**src/sv/msgm_pkg.sv**
```systemverilog
`default_nettype none
// ----------------------------------------------------------------------------
// msgm_pkg
// Shared types, constants and helpers of the mic sample gain mixer.
// ----------------------------------------------------------------------------
package msgm_pkg;

    localparam int ADC_LANES   = 4;
    localparam int ADC_W       = 12;
    localparam int I2S_W       = 32;
    localparam int I2S_SHIFT   = 11;
    localparam int WORD_W      = I2S_W - I2S_SHIFT;
    localparam int ADC_UP_SH   = 4;
    localparam int PCM_W       = 16;
    localparam int PCM_FULL    = 32768;
    localparam int PCM_TOP     = 32767;
    localparam int GAIN_W      = 8;
    localparam int GAIN_SLOTS  = 4;
    localparam int MULT_W      = GAIN_W + 2;
    localparam int WEIGHT_W    = 7;
    localparam int WEIGHT_FULL = 100;
    localparam int VOL_W       = 7;
    localparam int VOL_MUL     = 100;
    localparam int VOL_SH      = 15;
    localparam int VOL_PROD_W  = PCM_W + VOL_W;
    localparam int CNT_W       = $clog2(ADC_LANES + 1);
    localparam int SAT_IN_W    = 32;

    localparam int CFG_IDX_W   = 3;
    localparam int CFG_DATA_W  = 32;

    localparam int QUEUE_DEPTH = 2;
    localparam int Q_PTR_W     = (QUEUE_DEPTH > 1) ? $clog2(QUEUE_DEPTH) : 1;
    localparam int Q_CNT_W     = $clog2(QUEUE_DEPTH + 1);

    // lane average: magnitude times reciprocal
    localparam int SUM_W       = PCM_W + $clog2(ADC_LANES) + 1;
    localparam int DIV_SH      = SUM_W + CNT_W;
    localparam int RECIP_W     = DIV_SH + 1;
    localparam int DIV_PROD_W  = SUM_W + RECIP_W;
    localparam longint DIV_ONE = longint'(1) << DIV_SH;
    localparam logic [RECIP_W-1:0] RECIP_1 = RECIP_W'(DIV_ONE);
    localparam logic [RECIP_W-1:0] RECIP_2 = RECIP_W'((DIV_ONE + 1) / 2);
    localparam logic [RECIP_W-1:0] RECIP_3 = RECIP_W'((DIV_ONE + 2) / 3);
    localparam logic [RECIP_W-1:0] RECIP_4 = RECIP_W'((DIV_ONE + 3) / 4);
    localparam logic [RECIP_W-1:0] RECIP_5 = RECIP_W'((DIV_ONE + 4) / 5);
    localparam logic [RECIP_W-1:0] RECIP_6 = RECIP_W'((DIV_ONE + 5) / 6);
    localparam logic [RECIP_W-1:0] RECIP_7 = RECIP_W'((DIV_ONE + 6) / 7);
    localparam logic [RECIP_W-1:0] RECIP_8 = RECIP_W'((DIV_ONE + 7) / 8);

    // blend: divide by 100 through a reciprocal
    localparam int BLEND_W       = PCM_W + WEIGHT_W + 2;
    localparam int BLEND_MAG_W   = 22;
    localparam int BLEND_SH      = 29;
    localparam int BLEND_RECIP_W = 23;
    localparam int BLEND_PROD_W  = BLEND_MAG_W + BLEND_RECIP_W;
    localparam longint BLEND_ONE = longint'(1) << BLEND_SH;
    localparam logic [BLEND_RECIP_W-1:0] BLEND_RECIP =
        BLEND_RECIP_W'((BLEND_ONE + WEIGHT_FULL - 1) / WEIGHT_FULL);

    localparam logic signed [SAT_IN_W-1:0] SAT_LO = SAT_IN_W'(-PCM_FULL);
    localparam logic signed [SAT_IN_W-1:0] SAT_HI = SAT_IN_W'(PCM_TOP);

    localparam logic [CFG_IDX_W-1:0] REG_SOURCE_MODE  = 3'd0;
    localparam logic [CFG_IDX_W-1:0] REG_STEREO_OUT   = 3'd1;
    localparam logic [CFG_IDX_W-1:0] REG_MASTER_GAIN  = 3'd2;
    localparam logic [CFG_IDX_W-1:0] REG_BLEND_WEIGHT = 3'd3;
    localparam logic [CFG_IDX_W-1:0] REG_MIC_COUNT    = 3'd4;
    localparam logic [CFG_IDX_W-1:0] REG_MIC_GAINS    = 3'd5;

    typedef enum logic [1:0] {
        MODE_I2S    = 2'd0,
        MODE_ADC    = 2'd1,
        MODE_HYBRID = 2'd2
    } t_mode;

    typedef struct packed {
        logic [1:0]                         source_mode;
        logic                               stereo_out;
        logic [GAIN_W-1:0]                  master_gain;
        logic [WEIGHT_W-1:0]                blend_weight;
        logic [2:0]                         mic_count;
        logic [GAIN_SLOTS*GAIN_W-1:0]       mic_gains;
    } t_cfg;

    localparam t_cfg CFG_RESET = '{
        source_mode:  2'd0,
        stereo_out:   1'b0,
        master_gain:  8'd6,
        blend_weight: 7'd60,
        mic_count:    3'd1,
        mic_gains:    32'h0606_0606
    };

    typedef struct packed {
        t_mode                              mode;
        logic                               stereo;
        logic                               chunk_end;
        logic [CNT_W-1:0]                   mic_cnt;
        logic signed [WORD_W-1:0]           left_w;
        logic signed [WORD_W-1:0]           right_w;
        logic [ADC_LANES-1:0][PCM_W-1:0]    lane_c;
    } t_job;

    function automatic logic signed [PCM_W-1:0] sat_pcm(input logic signed [SAT_IN_W-1:0] v);
        logic signed [PCM_W-1:0] r;
        if (v < SAT_LO) begin
            r = SAT_LO[PCM_W-1:0];
        end else if (v > SAT_HI) begin
            r = SAT_HI[PCM_W-1:0];
        end else begin
            r = v[PCM_W-1:0];
        end
        return r;
    endfunction

    function automatic logic [PCM_W-1:0] abs_pcm(input logic signed [PCM_W-1:0] v);
        logic [PCM_W-1:0] r;
        r = v[PCM_W-1] ? (~v + 1'b1) : v;
        return r;
    endfunction

    function automatic logic [RECIP_W-1:0] lane_recip(input logic [CNT_W-1:0] cnt);
        logic [RECIP_W-1:0] r;
        case (int'(cnt))
            1: r = RECIP_1;
            2: r = RECIP_2;
            3: r = RECIP_3;
            4: r = RECIP_4;
            5: r = RECIP_5;
            6: r = RECIP_6;
            7: r = RECIP_7;
            8: r = RECIP_8;
            default: r = RECIP_1;
        endcase
        return r;
    endfunction

endpackage
`default_nettype wire

```
**src/sv/msgm_front.sv**
```systemverilog
`default_nettype none
// ----------------------------------------------------------------------------
// msgm_front
// Frame intake: decode mode and lane count, align I2S words, center ADC lanes.
// ----------------------------------------------------------------------------
module msgm_front (
    input  msgm_pkg::t_cfg                          i_cfg,
    input  logic                                    i_valid,
    output logic                                    o_ready,
    input  logic signed [msgm_pkg::I2S_W-1:0]       i_i2s_left,
    input  logic signed [msgm_pkg::I2S_W-1:0]       i_i2s_right,
    input  logic [msgm_pkg::ADC_W-1:0]              i_adc_sample_0,
    input  logic [msgm_pkg::ADC_W-1:0]              i_adc_sample_1,
    input  logic [msgm_pkg::ADC_W-1:0]              i_adc_sample_2,
    input  logic [msgm_pkg::ADC_W-1:0]              i_adc_sample_3,
    input  logic                                    i_chunk_end,
    input  logic                                    i_full,
    output logic                                    o_push,
    output msgm_pkg::t_job                          o_job
);
    import msgm_pkg::*;

    logic [ADC_LANES-1:0][ADC_W-1:0] samples;
    t_mode                           mode;
    logic [CNT_W-1:0]                cnt;

    assign samples = {i_adc_sample_3, i_adc_sample_2, i_adc_sample_1, i_adc_sample_0};

    always_comb begin
        case (i_cfg.source_mode)
            MODE_ADC:    mode = MODE_ADC;
            MODE_HYBRID: mode = MODE_HYBRID;
            default:     mode = MODE_I2S;
        endcase
    end

    always_comb begin
        if (i_cfg.mic_count == '0) begin
            cnt = CNT_W'(1);
        end else if (CNT_W'(i_cfg.mic_count) > CNT_W'(ADC_LANES)) begin
            cnt = CNT_W'(ADC_LANES);
        end else begin
            cnt = CNT_W'(i_cfg.mic_count);
        end
    end

    always_comb begin
        o_job.mode      = mode;
        o_job.stereo    = (mode == MODE_I2S) && i_cfg.stereo_out;
        o_job.chunk_end = i_chunk_end;
        o_job.mic_cnt   = cnt;
        o_job.left_w    = i_i2s_left[I2S_W-1:I2S_SHIFT];
        o_job.right_w   = i_i2s_right[I2S_W-1:I2S_SHIFT];
        for (int m = 0; m < ADC_LANES; m++) begin
            o_job.lane_c[m] = {~samples[m][ADC_W-1], samples[m][ADC_W-2:0],
                               ADC_UP_SH'(0)};
        end
    end

    assign o_ready = !i_full;
    assign o_push  = i_valid && !i_full;

endmodule
`default_nettype wire

```
**config.mk**
```make
export PLATFORM = sky130hd
export DESIGN_NAME = msgm_front
export DESIGN_NICKNAME = d
export VERILOG_FILES = /design/src/sv/msgm_pkg.sv /design/src/sv/msgm_front.sv
export SDC_FILE = /design/constraint.sdc
export NUM_CORES = 1
export LEC_CHECK = 0
export ABC_AREA = 1
export BUFFER_PORTS_ARGS = -buffer_cell sky130_fd_sc_hd__buf_2
export CAP_MARGIN = 20
export CORE_AREA = 2 2 111 113
export DETAILED_ROUTE_END_ITERATION = 12
export DIE_AREA = 0 0 113 115
export PLACE_DENSITY = 0.42
export REMOVE_ABC_BUFFERS = 1
export SLEW_MARGIN = 0
export SYNTH_ARGS = -nofsm -noshare
export SYNTH_HDL_FRONTEND = slang
export SYNTH_SLANG_ARGS = --single-unit
```
**constraint.sdc**
```tcl
create_clock -name vclk -period 0.8
set_input_delay 0.16 -clock vclk [all_inputs]
set_output_delay 0.16 -clock vclk [all_outputs]
set_load 0.05 [all_outputs]
```
==> impl_metrics.yaml, run 1 <==
layout:
  antenna_cells: 0
  final_util_pct: 4.66
  seq_cells: 0
  nets: 230
  syn_to_final_growth_pct: -36.2
  seqCellArea_um2: 0
  clkbuf_count: 0
  drive_gt1_share_pct: 53.4
yosys:
  syn_inst: 122
  seq_area_frac_synth_pct: 0
  netlist_area_um2: 863
  synth.avg_cell_area_um2: 7.08
  yosysUniqueCellTypes: 8
  yosys_warnings: 0
worst_setup_path:
  worst_setup_path_end_kind: "output port"
  crit_arrival_ns: 0.73
  crit_fanout: 2
  crit_type: "primary input to output port"
  critical_path_required_ns: 0.64
  crit_path_start_kind: "primary input"
placed_design:
  port-buffer-count: 24
  place.gp.congestion: 0.734
  place_hpwl_um: 13200
floorplan:
  die_area_um2: 13000
  die_w_um: 113
  die_h_um: 115
  initial_core_util_pct: 7.31
  rows: 40
  io_pins: 283
  core_um2: 11800
run_status:
  outcome: "finished, violations left"
  failed_checks: "DRC, setup timing"
sta:
  rsz0062_at_grt: "yes"
  final_hold_viol_count: 0
  fmax_mhz: 1120
  period_minus_slack_ns: 0.892
  slew_viol_final: 0
  setup_slack_ns: -0.0923
  timing.final.crit_share_pct: 112
  tns_ns: -0.135
  finalSetupViolations: 2
global_routing:
  grt_max_degree: 4
  grt_usage_pct: 19.4
  grt_antenna_before_repair: 0
  grt_pass1_vias: 274
  grt_overflow: 0
  grt_first_pass_wirelength_um: 13700
detailed_routing:
  via_count: 433
  wire_per_inst_um: 64.8
  first_iter_violations: 58
  drt-total-wl_um: 13300
  ant_nets: 0
  drt_pass1_iterations: 8
  drt-vias-per-instance: 2.11
  drcViolationCount: 18
worst_hold_path:
  hold_path_class: "primary input to output port"
pwr:
  ir_drop_mv: 0.204
  p_leak_nw: 0.256
  cellPowerDensity_nw_per_um2: 792
clock_tree:
  postCtsSetupBuffers: 0
flow_run:
  maxCapViolCount: 0
==> synthesized netlist by cell type, drive strengths merged <==
cell type | n | area [µm²]
a21oi | 1 | 5.00
buf | 103 | 773
clkbuf | 1 | 3.75
conb | 1 | 3.75
ha | 2 | 25.0
inv | 11 | 41.3
nand2 | 1 | 3.75
nor2 | 2 | 7.51
==> cell type report <==
type | count | area [µm²]
Timing Repair Buffer | 25 | 190
Fill cell | 1407 | 11300
Inverter | 11 | 43.8
Tap cell | 147 | 184
Multi-Input combinational cell | 22 | 133
==> cells in the final DEF, fill, tap and decap left out, types with 2 or more instances in the layout <==
master  synthesis  final
conb_1          1     16
buf_2           0     16
inv_1          11      9
buf_8           0      3
buf_4         103      3
nor2_1          2      2
ha_4            0      2
buf_6           0      2
==> path summary, 6_finish.rpt <==
| path | start | endpoint | slack [ns] | cells past startpoint |
|---|---|---|---|---|
| worst max-delay path | i_cfg[52] | o_job[110] | -0.09 | 5 |
| worst min-delay path | i_i2s_left[27] | o_job[101] | 0.32 | 0 |
==> through the flow <==
| stage | cell area (µm²) | power (mW) | cells | setup slack [ns] | hold WS (ns) |
|---|---|---|---|---|---|
| floorplan | 143 | 0.299 | 33 | -0.299 | 0.320 |
| global placement | 469 | 0.385 | 205 | -0.236 | 0.321 |
| detailed placement | 469 | 0.384 | 205 | -0.236 | 0.321 |
| CTS | 534 | 0.421 | 205 | -0.119 | 0.321 |
| global route | 551 | 0.454 | 205 | -0.119 | 0.320 |
| finish | 551 | 0.436 | 205 | -0.0923 | 0.320 |
==> repair_timing <==
action / in CTS / in global routing
hold buffers: 0 / 0
pin swaps: 2 / 2
resized for setup: 15 / 7
endpoints found under the setup margin: 4 / 4
==> routing by layer <==
| layer | routed length, µm | up-vias | global-route usage, % |
|---|---|---|---|
| li1 | - | 108 | - |
| met1 | 626 | 125 | 0.758 |
| met2 | 8270 | 198 | 43.8 |
| met3 | 4370 | 2 | 33.4 |
| met4 | 14 | 0 | 0.163 |
| met5 | 0 | - | 0 |
==> logic make-up (layout without fill, tap and decap cells) <==
kind of cell | Yosys count | in the layout | share of synthesized area [%]
adder cells (fa/ha/maj) | 2 | 2 | 2.90
AND/OR/NAND/NOR | 3 | 3 | 1.30
AO/OA/AOI/OAI | 1 | 1 | 0.579
buffers and inverters | 115 | 36 | 94.8
other | 1 | 16 | 0.434
==> power by group <==
part           internal [mW]  switching, mW
Clock                      0              0
Combinational         0.0995          0.336
Sequential                 0              0
Total                 0.0995          0.336
==> worst max-delay path, stage by stage <==
cell and delay [ns]:
buf_6 0.10, ha_4 0.25, nand2_2 0.04, inv_2 0.05, buf_8 0.13
Note: power is estimated with default switching activity, not from simulation.
==> run 2: changes to the inputs <==
--- a/config.mk
+++ b/config.mk
@@ -6,12 +6,14 @@
 export NUM_CORES = 1
 export LEC_CHECK = 0
 export ABC_AREA = 1
-export BUFFER_PORTS_ARGS = -buffer_cell sky130_fd_sc_hd__buf_2
+export BUFFER_PORTS_ARGS = -buffer_cell sky130_fd_sc_hd__buf_4
 export CAP_MARGIN = 20
+export CELL_PAD_IN_SITES_DETAIL_PLACEMENT = 2
+export CELL_PAD_IN_SITES_GLOBAL_PLACEMENT = 2
 export CORE_AREA = 2 2 111 113
 export DETAILED_ROUTE_END_ITERATION = 12
 export DIE_AREA = 0 0 113 115
-export PLACE_DENSITY = 0.42
+export PLACE_DENSITY = 0.95
 export REMOVE_ABC_BUFFERS = 1
 export SLEW_MARGIN = 0
 export SYNTH_ARGS = -nofsm -noshare
==> impl_metrics.yaml, run 2 (synthesized netlist as in run 1, its figures left out) <==
run_status:
  outcome: "finished, violations left"
  failed_checks: "DRC, setup timing"
sta:
  timing.final.crit_share_pct: 114
  finalSetupViolations: 1
  slew_viol_final: 0
  rsz0062_at_grt: "yes"
  tns_ns: -0.109
  period_minus_slack_ns: 0.909
  fmax_mhz: 1100
  setup_slack_ns: -0.109
  final_hold_viol_count: 0
placed_design:
  pre_cts_ws_ns: -0.224
  place.gp.congestion: 0.776
  port-buffer-count: 24
  place_hpwl_um: 13900
floorplan:
  die_h_um: 115
  die_w_um: 113
  die_area_um2: 13000
  io_pins: 283
  core_um2: 11800
  rows: 40
  initial_core_util_pct: 7.31
clock_tree:
  postCtsHoldBufs: 0
  postCtsSetupBuffers: 0
worst_setup_path:
  critical_path_required_ns: 0.64
  crit_type: "primary input to output port"
  crit_path_start_kind: "primary input"
  crit_fanout: 2
  worst_setup_path_end_kind: "output port"
  crit_arrival_ns: 0.75
global_routing:
  grt_first_pass_wirelength_um: 14700
  grt_pass1_vias: 380
  grt_max_degree: 4
  grt_usage_pct: 20.4
  grt_antenna_before_repair: 0
  grt_overflow: 0
detailed_routing:
  first_iter_violations: 47
  wire_per_inst_um: 68.2
  drt-vias-per-instance: 2.22
  drt-total-wl_um: 13900
  ant_nets: 0
  drcViolationCount: 16
  via_count: 453
  drt_pass1_iterations: 8
pwr:
  p_leak_nw: 0.259
  ir_drop_mv: 0.206
  cellPowerDensity_nw_per_um2: 817
layout:
  seq_cells: 0
  antenna_cells: 0
  seqCellArea_um2: 0
  nets: 229
  layout_common_cells: "buf_4 (19), conb_1 (16), inv_1 (9)"
  clkbuf_count: 0
  syn_to_final_growth_pct: -35.9
  mostFrequentLayoutCell: "buf_4"
  drive_gt1_share_pct: 50.9
worst_hold_path:
  hold_path_class: "primary input to output port"
  hold_path_depth: 0
  min_to: "o_job[102]"
  hold_start: "i_i2s_left[28]"
flow_run:
  maxCapViolCount: 0
[run 2: where the power goes]
group	switching, mW	internal [mW]	total (mW)	leakage (nW)
clock	0	0	0	0
sequential	0	0	0	0
combinational	0.340	0.111	0.452	0.259
[run 2: worst max-delay path, cell delays in order]
cell and delay [ns]:
buf_6 0.10, ha_4 0.26, nand2_2 0.04, inv_2 0.05, buf_8 0.14
[run 2: cell type report]
class	count	area [µm²]
fill	1418	11300
inverter	11	43.8
multi-input combinational	22	119
tap	147	184
timing repair buffer	24	206
[run 2: worst max path at each step]
| stage | from | slack, ns | cells after the start | to |
|---|---|---|---|---|
| finish | i_cfg[52] | -0.11 | 5 | o_job[110] |
| global route | i_cfg[51] | -0.13 | 6 | o_job[110] |
| detailed placement | i_cfg[51] | -0.22 | 6 | o_job[110] |
| global placement | i_cfg[51] | -0.23 | 6 | o_job[110] |
| floorplan | i_cfg[33] | -0.30 | 1 | o_job[106] |
| CTS | i_cfg[51] | -0.14 | 6 | o_job[110] |
[run 2: layer usage]
metal	global-route usage [%]	vias to the layer above	wire [µm]
met2	45.6	188	8540
met3	33.2	4	4340
met1	2.09	155	916
met4	1.30	0	116
met5	0	-	0
li1	-	106	-
[run 2: what timing repair did]
action / CTS / global route
gates resized for setup: 8 / 5
endpoints found under the setup margin: 3 / 3
endpoints found under the hold margin: 0 / 0
pin swaps: 2 / 2
[run 2: stage by stage]
step / instances / cell area, µm² / utilization, % / hold slack [ns] / total power, mW
after floorplan: 33 / 143 / - / 0.320 / 0.299
after global placement: 204 / 507 / 4.29 / 0.321 / 0.416
after detailed placement: 204 / 507 / 4.29 / 0.321 / 0.422
after CTS: 204 / 541 / 4.58 / 0.321 / 0.442
after global routing: 204 / 553 / 4.68 / 0.321 / 0.469
final: 204 / 553 / 4.68 / 0.320 / 0.452
