**config.mk**
```make
export PLATFORM = sky130hd
export DESIGN_NAME = msgm_queue
export DESIGN_NICKNAME = d
export VERILOG_FILES = /design/src/sv/msgm_pkg.sv /design/src/sv/msgm_queue.sv
export SDC_FILE = /design/constraint.sdc
export NUM_CORES = 1
export LEC_CHECK = 0
export BUFFER_PORTS_ARGS = -buffer_cell sky130_fd_sc_hd__clkbuf_2
export CORE_MARGIN = 4
export CORE_UTILIZATION = 47
export DETAILED_ROUTE_END_ITERATION = 8
export GPL_TIMING_DRIVEN = 0
export HOLD_SLACK_MARGIN = 0.06
export PLACE_DENSITY = 0.71
export SETUP_SLACK_MARGIN = 0.15
export SYNTH_ARGS = -nofsm -noshare
export SYNTH_HDL_FRONTEND = slang
export SYNTH_SLANG_ARGS = --single-unit
export TNS_END_PERCENT = 100
```
**constraint.sdc**
```tcl
create_clock -name i_clk -period 14.1 [get_ports i_clk]
set_clock_uncertainty 0.1 [all_clocks]
set_input_delay 2.82 -clock i_clk [delete_from_list [all_inputs] [get_ports i_clk]]
set_output_delay 2.82 -clock i_clk [all_outputs]
set_load 0.01 [all_outputs]
```
**src/sv/msgm_pkg.sv**
```systemverilog
`default_nettype none
// ----------------------------------------------------------------------------
// msgm_pkg
// Shared types, constants and helpers of the mic sample gain mixer.
// ----------------------------------------------------------------------------
package msgm_pkg;

    localparam int ADC_LANES   = 4;
    localparam int ADC_W       = 12;
    localparam int I2S_W       = 32;
    localparam int I2S_SHIFT   = 11;
    localparam int WORD_W      = I2S_W - I2S_SHIFT;
    localparam int ADC_UP_SH   = 4;
    localparam int PCM_W       = 16;
    localparam int PCM_FULL    = 32768;
    localparam int PCM_TOP     = 32767;
    localparam int GAIN_W      = 8;
    localparam int GAIN_SLOTS  = 4;
    localparam int MULT_W      = GAIN_W + 2;
    localparam int WEIGHT_W    = 7;
    localparam int WEIGHT_FULL = 100;
    localparam int VOL_W       = 7;
    localparam int VOL_MUL     = 100;
    localparam int VOL_SH      = 15;
    localparam int VOL_PROD_W  = PCM_W + VOL_W;
    localparam int CNT_W       = $clog2(ADC_LANES + 1);
    localparam int SAT_IN_W    = 32;

    localparam int CFG_IDX_W   = 3;
    localparam int CFG_DATA_W  = 32;

    localparam int QUEUE_DEPTH = 2;
    localparam int Q_PTR_W     = (QUEUE_DEPTH > 1) ? $clog2(QUEUE_DEPTH) : 1;
    localparam int Q_CNT_W     = $clog2(QUEUE_DEPTH + 1);

    // lane average: magnitude times reciprocal
    localparam int SUM_W       = PCM_W + $clog2(ADC_LANES) + 1;
    localparam int DIV_SH      = SUM_W + CNT_W;
    localparam int RECIP_W     = DIV_SH + 1;
    localparam int DIV_PROD_W  = SUM_W + RECIP_W;
    localparam longint DIV_ONE = longint'(1) << DIV_SH;
    localparam logic [RECIP_W-1:0] RECIP_1 = RECIP_W'(DIV_ONE);
    localparam logic [RECIP_W-1:0] RECIP_2 = RECIP_W'((DIV_ONE + 1) / 2);
    localparam logic [RECIP_W-1:0] RECIP_3 = RECIP_W'((DIV_ONE + 2) / 3);
    localparam logic [RECIP_W-1:0] RECIP_4 = RECIP_W'((DIV_ONE + 3) / 4);
    localparam logic [RECIP_W-1:0] RECIP_5 = RECIP_W'((DIV_ONE + 4) / 5);
    localparam logic [RECIP_W-1:0] RECIP_6 = RECIP_W'((DIV_ONE + 5) / 6);
    localparam logic [RECIP_W-1:0] RECIP_7 = RECIP_W'((DIV_ONE + 6) / 7);
    localparam logic [RECIP_W-1:0] RECIP_8 = RECIP_W'((DIV_ONE + 7) / 8);

    // blend: divide by 100 through a reciprocal
    localparam int BLEND_W       = PCM_W + WEIGHT_W + 2;
    localparam int BLEND_MAG_W   = 22;
    localparam int BLEND_SH      = 29;
    localparam int BLEND_RECIP_W = 23;
    localparam int BLEND_PROD_W  = BLEND_MAG_W + BLEND_RECIP_W;
    localparam longint BLEND_ONE = longint'(1) << BLEND_SH;
    localparam logic [BLEND_RECIP_W-1:0] BLEND_RECIP =
        BLEND_RECIP_W'((BLEND_ONE + WEIGHT_FULL - 1) / WEIGHT_FULL);

    localparam logic signed [SAT_IN_W-1:0] SAT_LO = SAT_IN_W'(-PCM_FULL);
    localparam logic signed [SAT_IN_W-1:0] SAT_HI = SAT_IN_W'(PCM_TOP);

    localparam logic [CFG_IDX_W-1:0] REG_SOURCE_MODE  = 3'd0;
    localparam logic [CFG_IDX_W-1:0] REG_STEREO_OUT   = 3'd1;
    localparam logic [CFG_IDX_W-1:0] REG_MASTER_GAIN  = 3'd2;
    localparam logic [CFG_IDX_W-1:0] REG_BLEND_WEIGHT = 3'd3;
    localparam logic [CFG_IDX_W-1:0] REG_MIC_COUNT    = 3'd4;
    localparam logic [CFG_IDX_W-1:0] REG_MIC_GAINS    = 3'd5;

    typedef enum logic [1:0] {
        MODE_I2S    = 2'd0,
        MODE_ADC    = 2'd1,
        MODE_HYBRID = 2'd2
    } t_mode;

    typedef struct packed {
        logic [1:0]                         source_mode;
        logic                               stereo_out;
        logic [GAIN_W-1:0]                  master_gain;
        logic [WEIGHT_W-1:0]                blend_weight;
        logic [2:0]                         mic_count;
        logic [GAIN_SLOTS*GAIN_W-1:0]       mic_gains;
    } t_cfg;

    localparam t_cfg CFG_RESET = '{
        source_mode:  2'd0,
        stereo_out:   1'b0,
        master_gain:  8'd6,
        blend_weight: 7'd60,
        mic_count:    3'd1,
        mic_gains:    32'h0606_0606
    };

    typedef struct packed {
        t_mode                              mode;
        logic                               stereo;
        logic                               chunk_end;
        logic [CNT_W-1:0]                   mic_cnt;
        logic signed [WORD_W-1:0]           left_w;
        logic signed [WORD_W-1:0]           right_w;
        logic [ADC_LANES-1:0][PCM_W-1:0]    lane_c;
    } t_job;

    function automatic logic signed [PCM_W-1:0] sat_pcm(input logic signed [SAT_IN_W-1:0] v);
        logic signed [PCM_W-1:0] r;
        if (v < SAT_LO) begin
            r = SAT_LO[PCM_W-1:0];
        end else if (v > SAT_HI) begin
            r = SAT_HI[PCM_W-1:0];
        end else begin
            r = v[PCM_W-1:0];
        end
        return r;
    endfunction

    function automatic logic [PCM_W-1:0] abs_pcm(input logic signed [PCM_W-1:0] v);
        logic [PCM_W-1:0] r;
        r = v[PCM_W-1] ? (~v + 1'b1) : v;
        return r;
    endfunction

    function automatic logic [RECIP_W-1:0] lane_recip(input logic [CNT_W-1:0] cnt);
        logic [RECIP_W-1:0] r;
        case (int'(cnt))
            1: r = RECIP_1;
            2: r = RECIP_2;
            3: r = RECIP_3;
            4: r = RECIP_4;
            5: r = RECIP_5;
            6: r = RECIP_6;
            7: r = RECIP_7;
            8: r = RECIP_8;
            default: r = RECIP_1;
        endcase
        return r;
    endfunction

endpackage
`default_nettype wire

```
**src/sv/msgm_queue.sv**
```systemverilog
`default_nettype none
// ----------------------------------------------------------------------------
// msgm_queue
// Short job queue between frame intake and the mixing sequencer.
// ----------------------------------------------------------------------------
module msgm_queue (
    input  logic            i_clk,
    input  logic            i_rst_n,
    input  logic            i_push,
    input  msgm_pkg::t_job  i_job,
    output logic            o_full,
    input  logic            i_pop,
    output logic            o_valid,
    output msgm_pkg::t_job  o_job
);
    import msgm_pkg::*;

    t_job               r_mem [QUEUE_DEPTH];
    logic [Q_PTR_W-1:0] r_wr_ptr;
    logic [Q_PTR_W-1:0] r_rd_ptr;
    logic [Q_CNT_W-1:0] r_count;

    function automatic logic [Q_PTR_W-1:0] ptr_inc(input logic [Q_PTR_W-1:0] p);
        logic [Q_PTR_W-1:0] r;
        r = (p == Q_PTR_W'(QUEUE_DEPTH - 1)) ? '0 : p + 1'b1;
        return r;
    endfunction

    always_ff @(posedge i_clk) begin
        if (!i_rst_n) begin
            r_wr_ptr <= '0;
            r_rd_ptr <= '0;
            r_count  <= '0;
        end else begin
            if (i_push) begin
                r_wr_ptr <= ptr_inc(r_wr_ptr);
            end
            if (i_pop) begin
                r_rd_ptr <= ptr_inc(r_rd_ptr);
            end
            case ({i_push, i_pop})
                2'b10:   r_count <= r_count + 1'b1;
                2'b01:   r_count <= r_count - 1'b1;
                default: r_count <= r_count;
            endcase
        end
    end

    always_ff @(posedge i_clk) begin
        if (i_push) begin
            r_mem[r_wr_ptr] <= i_job;
        end
    end

    assign o_full  = (r_count == Q_CNT_W'(QUEUE_DEPTH));
    assign o_valid = (r_count != '0);
    assign o_job   = r_mem[r_rd_ptr];

endmodule
`default_nettype wire

```
==> results.yml, run 1 <==
die:
  fp.dieW_um: 143.7
  rows: 49
  dieArea_sq_um: 20650
  start_util: 0.4802
  fp.dieH_um: 143.7
  coreArea_sq_um: 18020
  ios: 232
clock_tree:
  cts_tree: "done"
  cts_setup_buffers: 0
  clk_pin_slew_ps: 60
  cts_resized: 0
  cts-root-buf: "clkbuf_16"
  cts_buffer_depth: 3
  clk_latency_ps: 500
  cts_hold_buf: 0
  cts_sinks: 231
  cts_made_buffers: 24
  cts.htree.levels: 1
run_status:
  status: "completed"
place:
  place_congestion: 0.7455
  placed_area_sq_um: 10230
  port_buffers: 231
  dpl.hpwl_um: 11520
final_layout:
  fillers: 1300
  design_area_sq_um: 11020
  layout_common_cells: "clkbuf_2 (231), edfxtp_1 (226), mux2_4 (70)"
  antenna_cells: 0
  syn2layout_area_growth_pct: 27.26
  fin_nets: 754
  drive_above_1_share: 0.6190
  final_common_cell: "clkbuf_2"
yosys:
  seq_area_frac_synth: 0.7956
  yosys.area.top_type: "edfxtp_1"
  synth_xor_area_frac: 0.003036
  ys_top_cells_by_area: "edfxtp_1 (78%), mux2_4 (12%), mux2_2 (5.6%)"
  syn_area_sq_um: 8656
  synth_top_family_by_area: "multiplexers"
  synth_fa_ha_area_frac: 0.001446
  syn_avg_cell_area_sq_um: 23.14
  yosys.area_share.simple: 0.006505
  synth_nets: 492
  synthDistinctLibCells: 19
  synth-compound-area-share: 0.002313
  ys_seq_elements: 231
  yosys_warnings: 0
  yosysTopAreaCellShare: 0.7840
  synthMuxAreaShare: 0.1774
  synth_cells: 374
setup_path:
  crit_type: "reg -> out"
  cp_cell_sequence: "buf_2, buf_6, buf_6, mux2_4, clkbuf_2"
  crit_path_frequent_cell: "buf_6"
  slowest_delay_ps: 320
  crit_fanout: 10
  cp-start-kind: "flip-flop"
  crit_slowest_cell: "mux2_4"
  required_ps: 11180
  critPathArrivalTime_ps: 1870
  end_kind: "output port"
global_routing:
  grt.total_usage: 0.1506
  grt_max_degree: 61
  grt_pass1_vias: 4603
  antenna_found_initial: 0
  grt_overflow_total: 0
  grt_pass1_wl_um: 24060
drt:
  wl_um: 16280
  drt-wirelength-per-cell_um: 18.50
  ant_nets: 0
  drc: 0
  vias_per_cell: 4.941
  drt_first_pass_iters: 4
  vias: 4348
  dr.first_iter.drc_count: 172
sta:
  worst_pin_slew_ps: 768.7
  min_period_ps: 4793
  rsz0062_at_grt: "false"
  hold_viol: 0
  finalSetupViolCount: 0
  fin_tns_setup_ps: 0
  slew_violations: 0
  fmax_mhz: 208.6
  fin_crit_sh: 0.3399
  slew_headroom: 0.4876
power_and_ir_drop:
  peakVddDrop_v: 0.00009862
  p_per_area_nw_per_um2: 145.3
  p_leak_nw: 4.376
job:
  cap_violations: 0
worst_hold_path:
  hold_class: "reg -> reg"
==> cell type report <==
cell class | count | area (sq um) | area share
flip-flops and latches | 231 | 6887 | 0.6252
inverters | 1 | 3.754 | 0.0003408
plain buffers | 13 | 115.1 | 0.01045
clock buffers | 26 | 629.4 | 0.05713
repair buffers | 236 | 1279 | 0.1161
well taps | 229 | 286.5 | 0.02601
clock inverters | 15 | 155.1 | 0.01408
multi-input cells | 129 | 1660 | 0.1507
==> per-stage QoR <==
| step | setup slack (ps) | hold slack, ps | cells | power, W | util |
|---|---|---|---|---|---|
| floorplan | 5767 | 361.2 | 374 | 0.0009241 | - |
| global placement | 3322 | 372.4 | 834 | 0.0009940 | 0.5603 |
| detailed placement | 9621 | 394.1 | 839 | 0.0009992 | 0.5676 |
| CTS | 9237 | 405.0 | 880 | 0.001625 | 0.6111 |
| global route | 9193 | 440.1 | 880 | 0.001668 | 0.6111 |
| finish | 9307 | 402.8 | 880 | 0.001601 | 0.6111 |
==> critical path: cells and delay by family, from the launching register on <==
kind,cells,cell delay (ps)
buffers and inverters,4,750
multiplexers,1,320
flip-flops,1,300
==> state kept, by name (all words and copies together) (netlist names), named ones only <==
register	flops
r_mem	226
r_count	2
r_rd_ptr	1
r_wr_ptr	1
==> cell usage after synthesis <==
library cell  count
a21boi_1          1
and2_1            4
and2b_2           1
buf_2             5
buf_6             8
dfxtp_1           5
edfxtp_1        226
ha_1              1
inv_1             1
mux2_2           43
mux2_4           70
nor2_1            1
nor2b_1           1
o21a_1            1
o21ai_0           1
or2_2             1
or3_1             1
xnor2_1           2
xor2_1            1
==> routing by layer <==
| metal | vias to the layer above | GRT usage | part of all wire |
|---|---|---|---|
| met3 | 29 | 0.04859 | 0.10 |
| met2 | 181 | 0.2550 | 0.49 |
| li1 | 2013 | - | - |
| met1 | 2125 | 0.1892 | 0.39 |
| met5 | - | 0 | 0 |
| met4 | 0 | 0.03865 | 0.017 |
==> cell families (layout without fill, tap and decap cells) <==
group	Yosys count	count (layout)
multiplexers	113	113
flip-flops	231	231
AND/OR/NAND/NOR	9	9
XOR/XNOR	3	3
buffers and inverters	14	291
adder cells (fa/ha/maj)	1	1
AO/OA/AOI/OAI	3	3
==> power breakdown <==
group	leakage, nW	total [W]	switching [W]	internal (W)
Combinational	1.83	0.000179	0.0000875	0.0000915
Sequential	2.16	0.000802	0.00000866	0.000794
Clock	0.384	0.000619	0.000244	0.000375
Total	4.38	0.00160	0.000340	0.00126
==> final timing paths <==
path                                  from      endpoint  slack, ps  cells past startpoint
worst min register to register  r_count[1]    r_count[1]        400                      2
worst min-delay path            r_count[1]    r_count[1]        400                      2
worst max-delay path             flip-flop     o_job[91]       9310                      5
worst max register to register    r_wr_ptr  r_mem[1][49]      12150                      2
No activity file was read; power rests on OpenSTA's default activity.
==> run 2, diff against run 1 <==
clock period = 4.7 ns   (was 14.1 ns; I/O delays follow)
==> run 2 against run 1 <==
Register-to-register slack got worse by 9400 ps. Critical path type unchanged. Via count barely moved. Highest routed layer is now met5. Non-clock buffer count did not move. Sequential power rose to 3.0 times the previous value. Largest power group unchanged. Critical path depth did not move.
==> results.yml, run 2 (synthesis results as in run 1) <==
power_and_ir_drop:
  p_per_area_nw_per_um2: 420.2
  clkPwrFrac: 0.359
  power_frac_comb: 0.117
  p_total_w: 0.004587
  swShare: 0.2146
  p_int_w: 0.003603
  p_seq_frac: 0.525
  p_leak_nw: 4.323
  peakVddDrop_v: 0.0002784
  power.switching_w: 0.0009843
final_layout:
  fillers: 1363
  reg_top3: "r_mem x226, r_count x2"
  antenna_cells: 0
  largest_reg_flops: 226
  instances_no_fill: 878
  final_common_cell: "clkbuf_2"
  syn2layout_area_growth_pct: 26.12
  regMostFlops: "r_mem"
  fin_nets: 753
  drive_above_1_share: 0.6086
  layout_common_cells: "clkbuf_2 (231), edfxtp_1 (226), mux2_4 (70)"
  utilization: 0.6057
clock_tree:
  cts_setup_buffers: 0
  cts_tree: "done"
  clk_pin_slew_ps: 60
  cts_buffer_depth: 3
  cts_resized: 0
  cts.htree.levels: 1
  cts-root-buf: "clkbuf_16"
  cts_hold_buf: 0
  cts_made_buffers: 23
  cts_sinks: 231
  clk_latency_ps: 500
place:
  dpl.hpwl_um: 11200
  place_congestion: 0.7392
  dp_slack_ps: 2058
  placed_cells: 839
  port_buffers: 231
drt:
  drt-wirelength-per-cell_um: 18.11
  ant_nets: 0
  vias_per_cell: 4.957
  dr.first_iter.drc_count: 163
  drt_first_pass_iters: 4
  wl_um: 15900
  drc: 0
  vias: 4352
sta:
  min_period_ps: 2882
  slew_violations: 0
  slew_headroom: 0.4149
  hold_viol: 0
  fmax_mhz: 347.0
  whs_ps: 412.1
  worst_pin_slew_ps: 877.6
  setup_slack_ps: 1818
  rsz0062_at_grt: "false"
  finalSetupViolCount: 0
  fin_crit_sh: 0.6132
die:
  fp.dieW_um: 143.7
  ios: 232
  coreArea_sq_um: 18020
  rows: 49
  dieArea_sq_um: 20650
  start_util: 0.4802
  fp.dieH_um: 143.7
job:
  cap_violations: 0
setup_path:
  required_ps: 3660
  critPathArrivalTime_ps: 1840
  cp-start-kind: "flip-flop"
  reg2reg_from: "r_wr_ptr"
  reg2reg_depth: 2
  end_kind: "output port"
  r2r_end: "r_mem[1][36]"
  crit_type: "reg -> out"
  r2r_setup_slack_ps: 2730
  crit_fanout: 10
global_routing:
  grt_pass1_wl_um: 24230
  antenna_found_initial: 3
  grt_overflow_total: 0
  grt.total_usage: 0.1495
  grt_max_degree: 62
  grt_pass1_vias: 4736
worst_hold_path:
  hold_end: "r_count[1]"
  hold_path_depth: 2
  hold_class: "reg -> reg"
  hp-start: "r_count[1]"
run_status:
  status: "completed"
## run 2: routing by layer
metal  GRT usage  part of all wire  wire [um]  up-vias
li1            -                 -          -     2012
met1      0.1779              0.38       5999     2103
met2      0.2584              0.49       7785      188
met3     0.05025              0.10       1631       43
met4     0.04658             0.028        451        6
met5           0            0.0022         35        -
## run 2: through the flow
stage                     cell area, sq um  setup TNS [ps]
after CTS                            10920               0
final                                10920               0
after detailed placement             10240               0
after global placement               10100         -251080
after global routing                 10920               0
after floorplan                       8658               0
## run 2: worst max-delay path by stage
stage	from	endpoint	slack (ps)	depth (start not counted)
floorplan	i_push	r_mem[0][0]	230	2
global placement	i_push	r_mem[0][37]	-1370	3
finish	flip-flop	o_job[93]	1820	5
detailed placement	i_push	r_mem[0][35]	2060	5
global route	flip-flop	o_job[93]	1730	5
CTS	flip-flop	o_job[93]	1740	5
## run 2: power by group through the flow
stage | logic, W | registers, W | clock network (W)
finish | 0.000535 | 0.00241 | 0.00164
global route | 0.000580 | 0.00241 | 0.00179
CTS | 0.000548 | 0.00241 | 0.00170
detailed placement | 0.000546 | 0.00245 | 0
global placement | 0.000515 | 0.00246 | 0
floorplan | 0.000316 | 0.00245 | 0
## run 2: critical path, cell delays in order, from the launching register on
cell      delay [ps]
dfxtp_1          300
buf_2            150
buf_6            210
buf_6            220
mux2_4           310
clkbuf_2         150
## run 2: area by class of cell
type                            count  area, sq um  area share
Sequential cell                   231         6887      0.6308
Multi-Input combinational cell    129         1660      0.1521
Timing Repair Buffer              236         1286      0.1178
Clock buffer                       26        586.8     0.05375
Tap cell                          229        286.5     0.02625
Buffer                             13        115.1     0.01054
Clock inverter                     13        91.34    0.008367
Inverter                            1        3.754   0.0003438
==> run 3, diff against run 2 <==
ABC_AREA = 1   (was default)
PLACE_DENSITY = 0.73   (was 0.71)
clock period = 2.6 ns   (was 4.7 ns; I/O delays follow)
==> run 3 against run 2 <==
Power grew 93%. Critical endpoint is now o_job[31]. Sequential share of layout area shrank 1.5 points. Largest power group unchanged. Worst hold slack lost 310 ps. Synthesized area grew 0.20%.
==> results.yml, run 3 <==
run_status:
  status: "completed"
clock_tree:
  cts_buffer_depth: 3
  cts_hold_buf: 0
  cts-root-buf: "clkbuf_16"
  clk_pin_slew_ps: 60
  cts_made_buffers: 25
  clk_latency_ps: 510
  cts_sinks: 231
  cts_tree: "done"
  cts.htree.levels: 1
die:
  rows: 49
  coreArea_sq_um: 18090
  ios: 232
  dieArea_sq_um: 20690
  fp.dieH_um: 143.8
  start_util: 0.4796
  fp.dieW_um: 143.8
yosys:
  synth_commonest_cells: "edfxtp_1 (226), mux2_4 (70), mux2_2 (43)"
  seq_area_frac_synth: 0.7940
  synthDistinctLibCells: 14
  yosys.area.top_type: "edfxtp_1"
  syn_avg_cell_area_sq_um: 22.41
  synth_edf_count: 226
  synthFlopType: "edfxtp_1"
  async_flop_share: 0
  yosys_warnings: 0
  synth_cells: 387
  synth_nets: 505
  ys_top_cells_by_area: "edfxtp_1 (78%), mux2_4 (12%), mux2_2 (5.6%)"
  ys_seq_elements: 231
  synth.most_common_cell: "edfxtp_1"
  syn_area_sq_um: 8673
  yosysTopAreaCellShare: 0.7825
setup_path:
  r2r_setup_slack_ps: 390
  critPathArrivalTime_ps: 1750
  crit_slowest_cell: "dfxtp_1"
  reg2reg_from: "r_wr_ptr"
  cp_cell_sequence: "buf_6, buf_12, buf_12, mux2_4, clkbuf_2"
  r2r_end: "r_mem[0][99]"
  worst-path-buf-inv: 4
  crit_path_frequent_cell: "buf_12"
  crit_fanout: 10
  end_kind: "output port"
  crit_type: "reg -> out"
  required_ps: 1980
  cp_top_family: "buffers and inverters"
  reg2reg_depth: 4
  slowest_delay_ps: 320
  cp-start-kind: "flip-flop"
drt:
  drc: 0
  drt-wirelength-per-cell_um: 18.15
  ant_nets: 0
  vias_per_cell: 4.918
  vias: 4416
  wl_um: 16300
  drt_first_pass_iters: 4
  dr.first_iter.drc_count: 147
place:
  placed_area_sq_um: 10270
  placed_cells: 853
  place_congestion: 0.7542
  dp_slack_ps: -64.53
  dpl.hpwl_um: 11660
  port_buffers: 231
sta:
  slew_headroom: 0.4850
  min_period_ps: 2369
  fin_tns_setup_ps: 0
  worst_pin_slew_ps: 770.7
  slew_violations: 0
  hold_viol: 0
  setup_slack_ps: 230.7
  rsz0062_at_grt: "true"
  fin_crit_sh: 0.9113
  finalSetupViolCount: 0
  fmax_mhz: 422.1
  whs_ps: 98.07
worst_hold_path:
  hold_class: "in -> reg"
  hold_path_depth: 1
  hp-start: "i_job[8]"
  hold_end: "r_mem[0][8]"
final_layout:
  antenna_cells: 0
  final_common_cell: "clkbuf_2"
  largest_reg_flops: 226
  layout_common_cells: "clkbuf_2 (231), edfxtp_1 (226), mux2_4 (70)"
  syn2layout_area_growth_pct: 28.94
  fin_nets: 770
  regMostFlops: "r_mem"
  instances_no_fill: 898
  reg_top3: "r_mem x226, r_count x2"
  drive_above_1_share: 0.6084
  fillers: 1312
  design_area_sq_um: 11180
global_routing:
  grt.total_usage: 0.1502
  grt_pass1_vias: 4827
  grt_max_degree: 35
  grt_pass1_wl_um: 24360
  grt_overflow_total: 0
  antenna_found_initial: 0
power_and_ir_drop:
  p_per_area_nw_per_um2: 791.3
  peakVddDrop_v: 0.0005037
  p_leak_nw: 4.470
job:
  cap_violations: 0
run 3: metrics by stage:
stage            util  total power, W
5_1_grt        0.6183        0.009204
2_1_floorplan       -        0.004929
4_1_cts        0.6149        0.008950
3_3_place_gp   0.5611        0.005275
3_5_place_dp   0.5677        0.005320
6_report       0.6183        0.008850
run 3: layer usage:
metal / wire [um] / track usage / vias to the layer above
li1: - / - / 2058
met1: 6132 / 0.1731 / 2146
met2: 8069 / 0.2621 / 186
met3: 1789 / 0.05923 / 26
met4: 306 / 0.03964 / 0
met5: 0 / 0 / -
run 3: power by group:
| part | switching, W | total [W] | internal, W |
|---|---|---|---|
| Sequential | 0.0000493 | 0.00436 | 0.00431 |
| Combinational | 0.000436 | 0.000883 | 0.000448 |
| Clock | 0.00135 | 0.00361 | 0.00226 |
| Total | 0.00183 | 0.00885 | 0.00702 |
run 3: final cells by class:
| type | count | area [sq um] | share of cell area |
|---|---|---|---|
| Sequential cell | 231 | 6887 | 0.6158 |
| Timing Repair Buffer | 238 | 1284 | 0.1148 |
| Inverter | 6 | 38.79 | 0.003468 |
| Tap cell | 229 | 286.5 | 0.02562 |
| Clock inverter | 16 | 212.7 | 0.01902 |
| Buffer | 13 | 183.9 | 0.01645 |
| Multi-Input combinational cell | 137 | 1654 | 0.1479 |
| Clock buffer | 28 | 636.9 | 0.05695 |
run 3: logic make-up after synthesis:
group	synth area share
mux	0.1770
flops	0.7940
fa+ha+maj	0.001442
compound gates	0.001153
buf+inv	0.01702
simple gates	0.009377
run 3: worst register-to-register path, stage by stage, from the launching register on:
cell,delay (ps)
dfxtp_1,380
nor2_4,620
buf_12,300
buf_12,240
buf_12,240
run 3: how the worst max path moves through the flow:
stage,end,slack [ps],depth (start not counted)
after floorplan,r_mem[0][0],-120,2
after global placement,r_mem[1][39],-1300,3
after detailed placement,r_mem[0][104],-60,6
after CTS,o_job[86],140,5
after global routing,o_job[32],130,5
final,o_job[31],230,5
run 3: timing repair:
item,4_1_cts,5_1_grt
buffers inserted,0,1
endpoints found under the setup margin,12,76
gates resized for setup,1,13
gates cloned,0,0
pin swaps,0,0
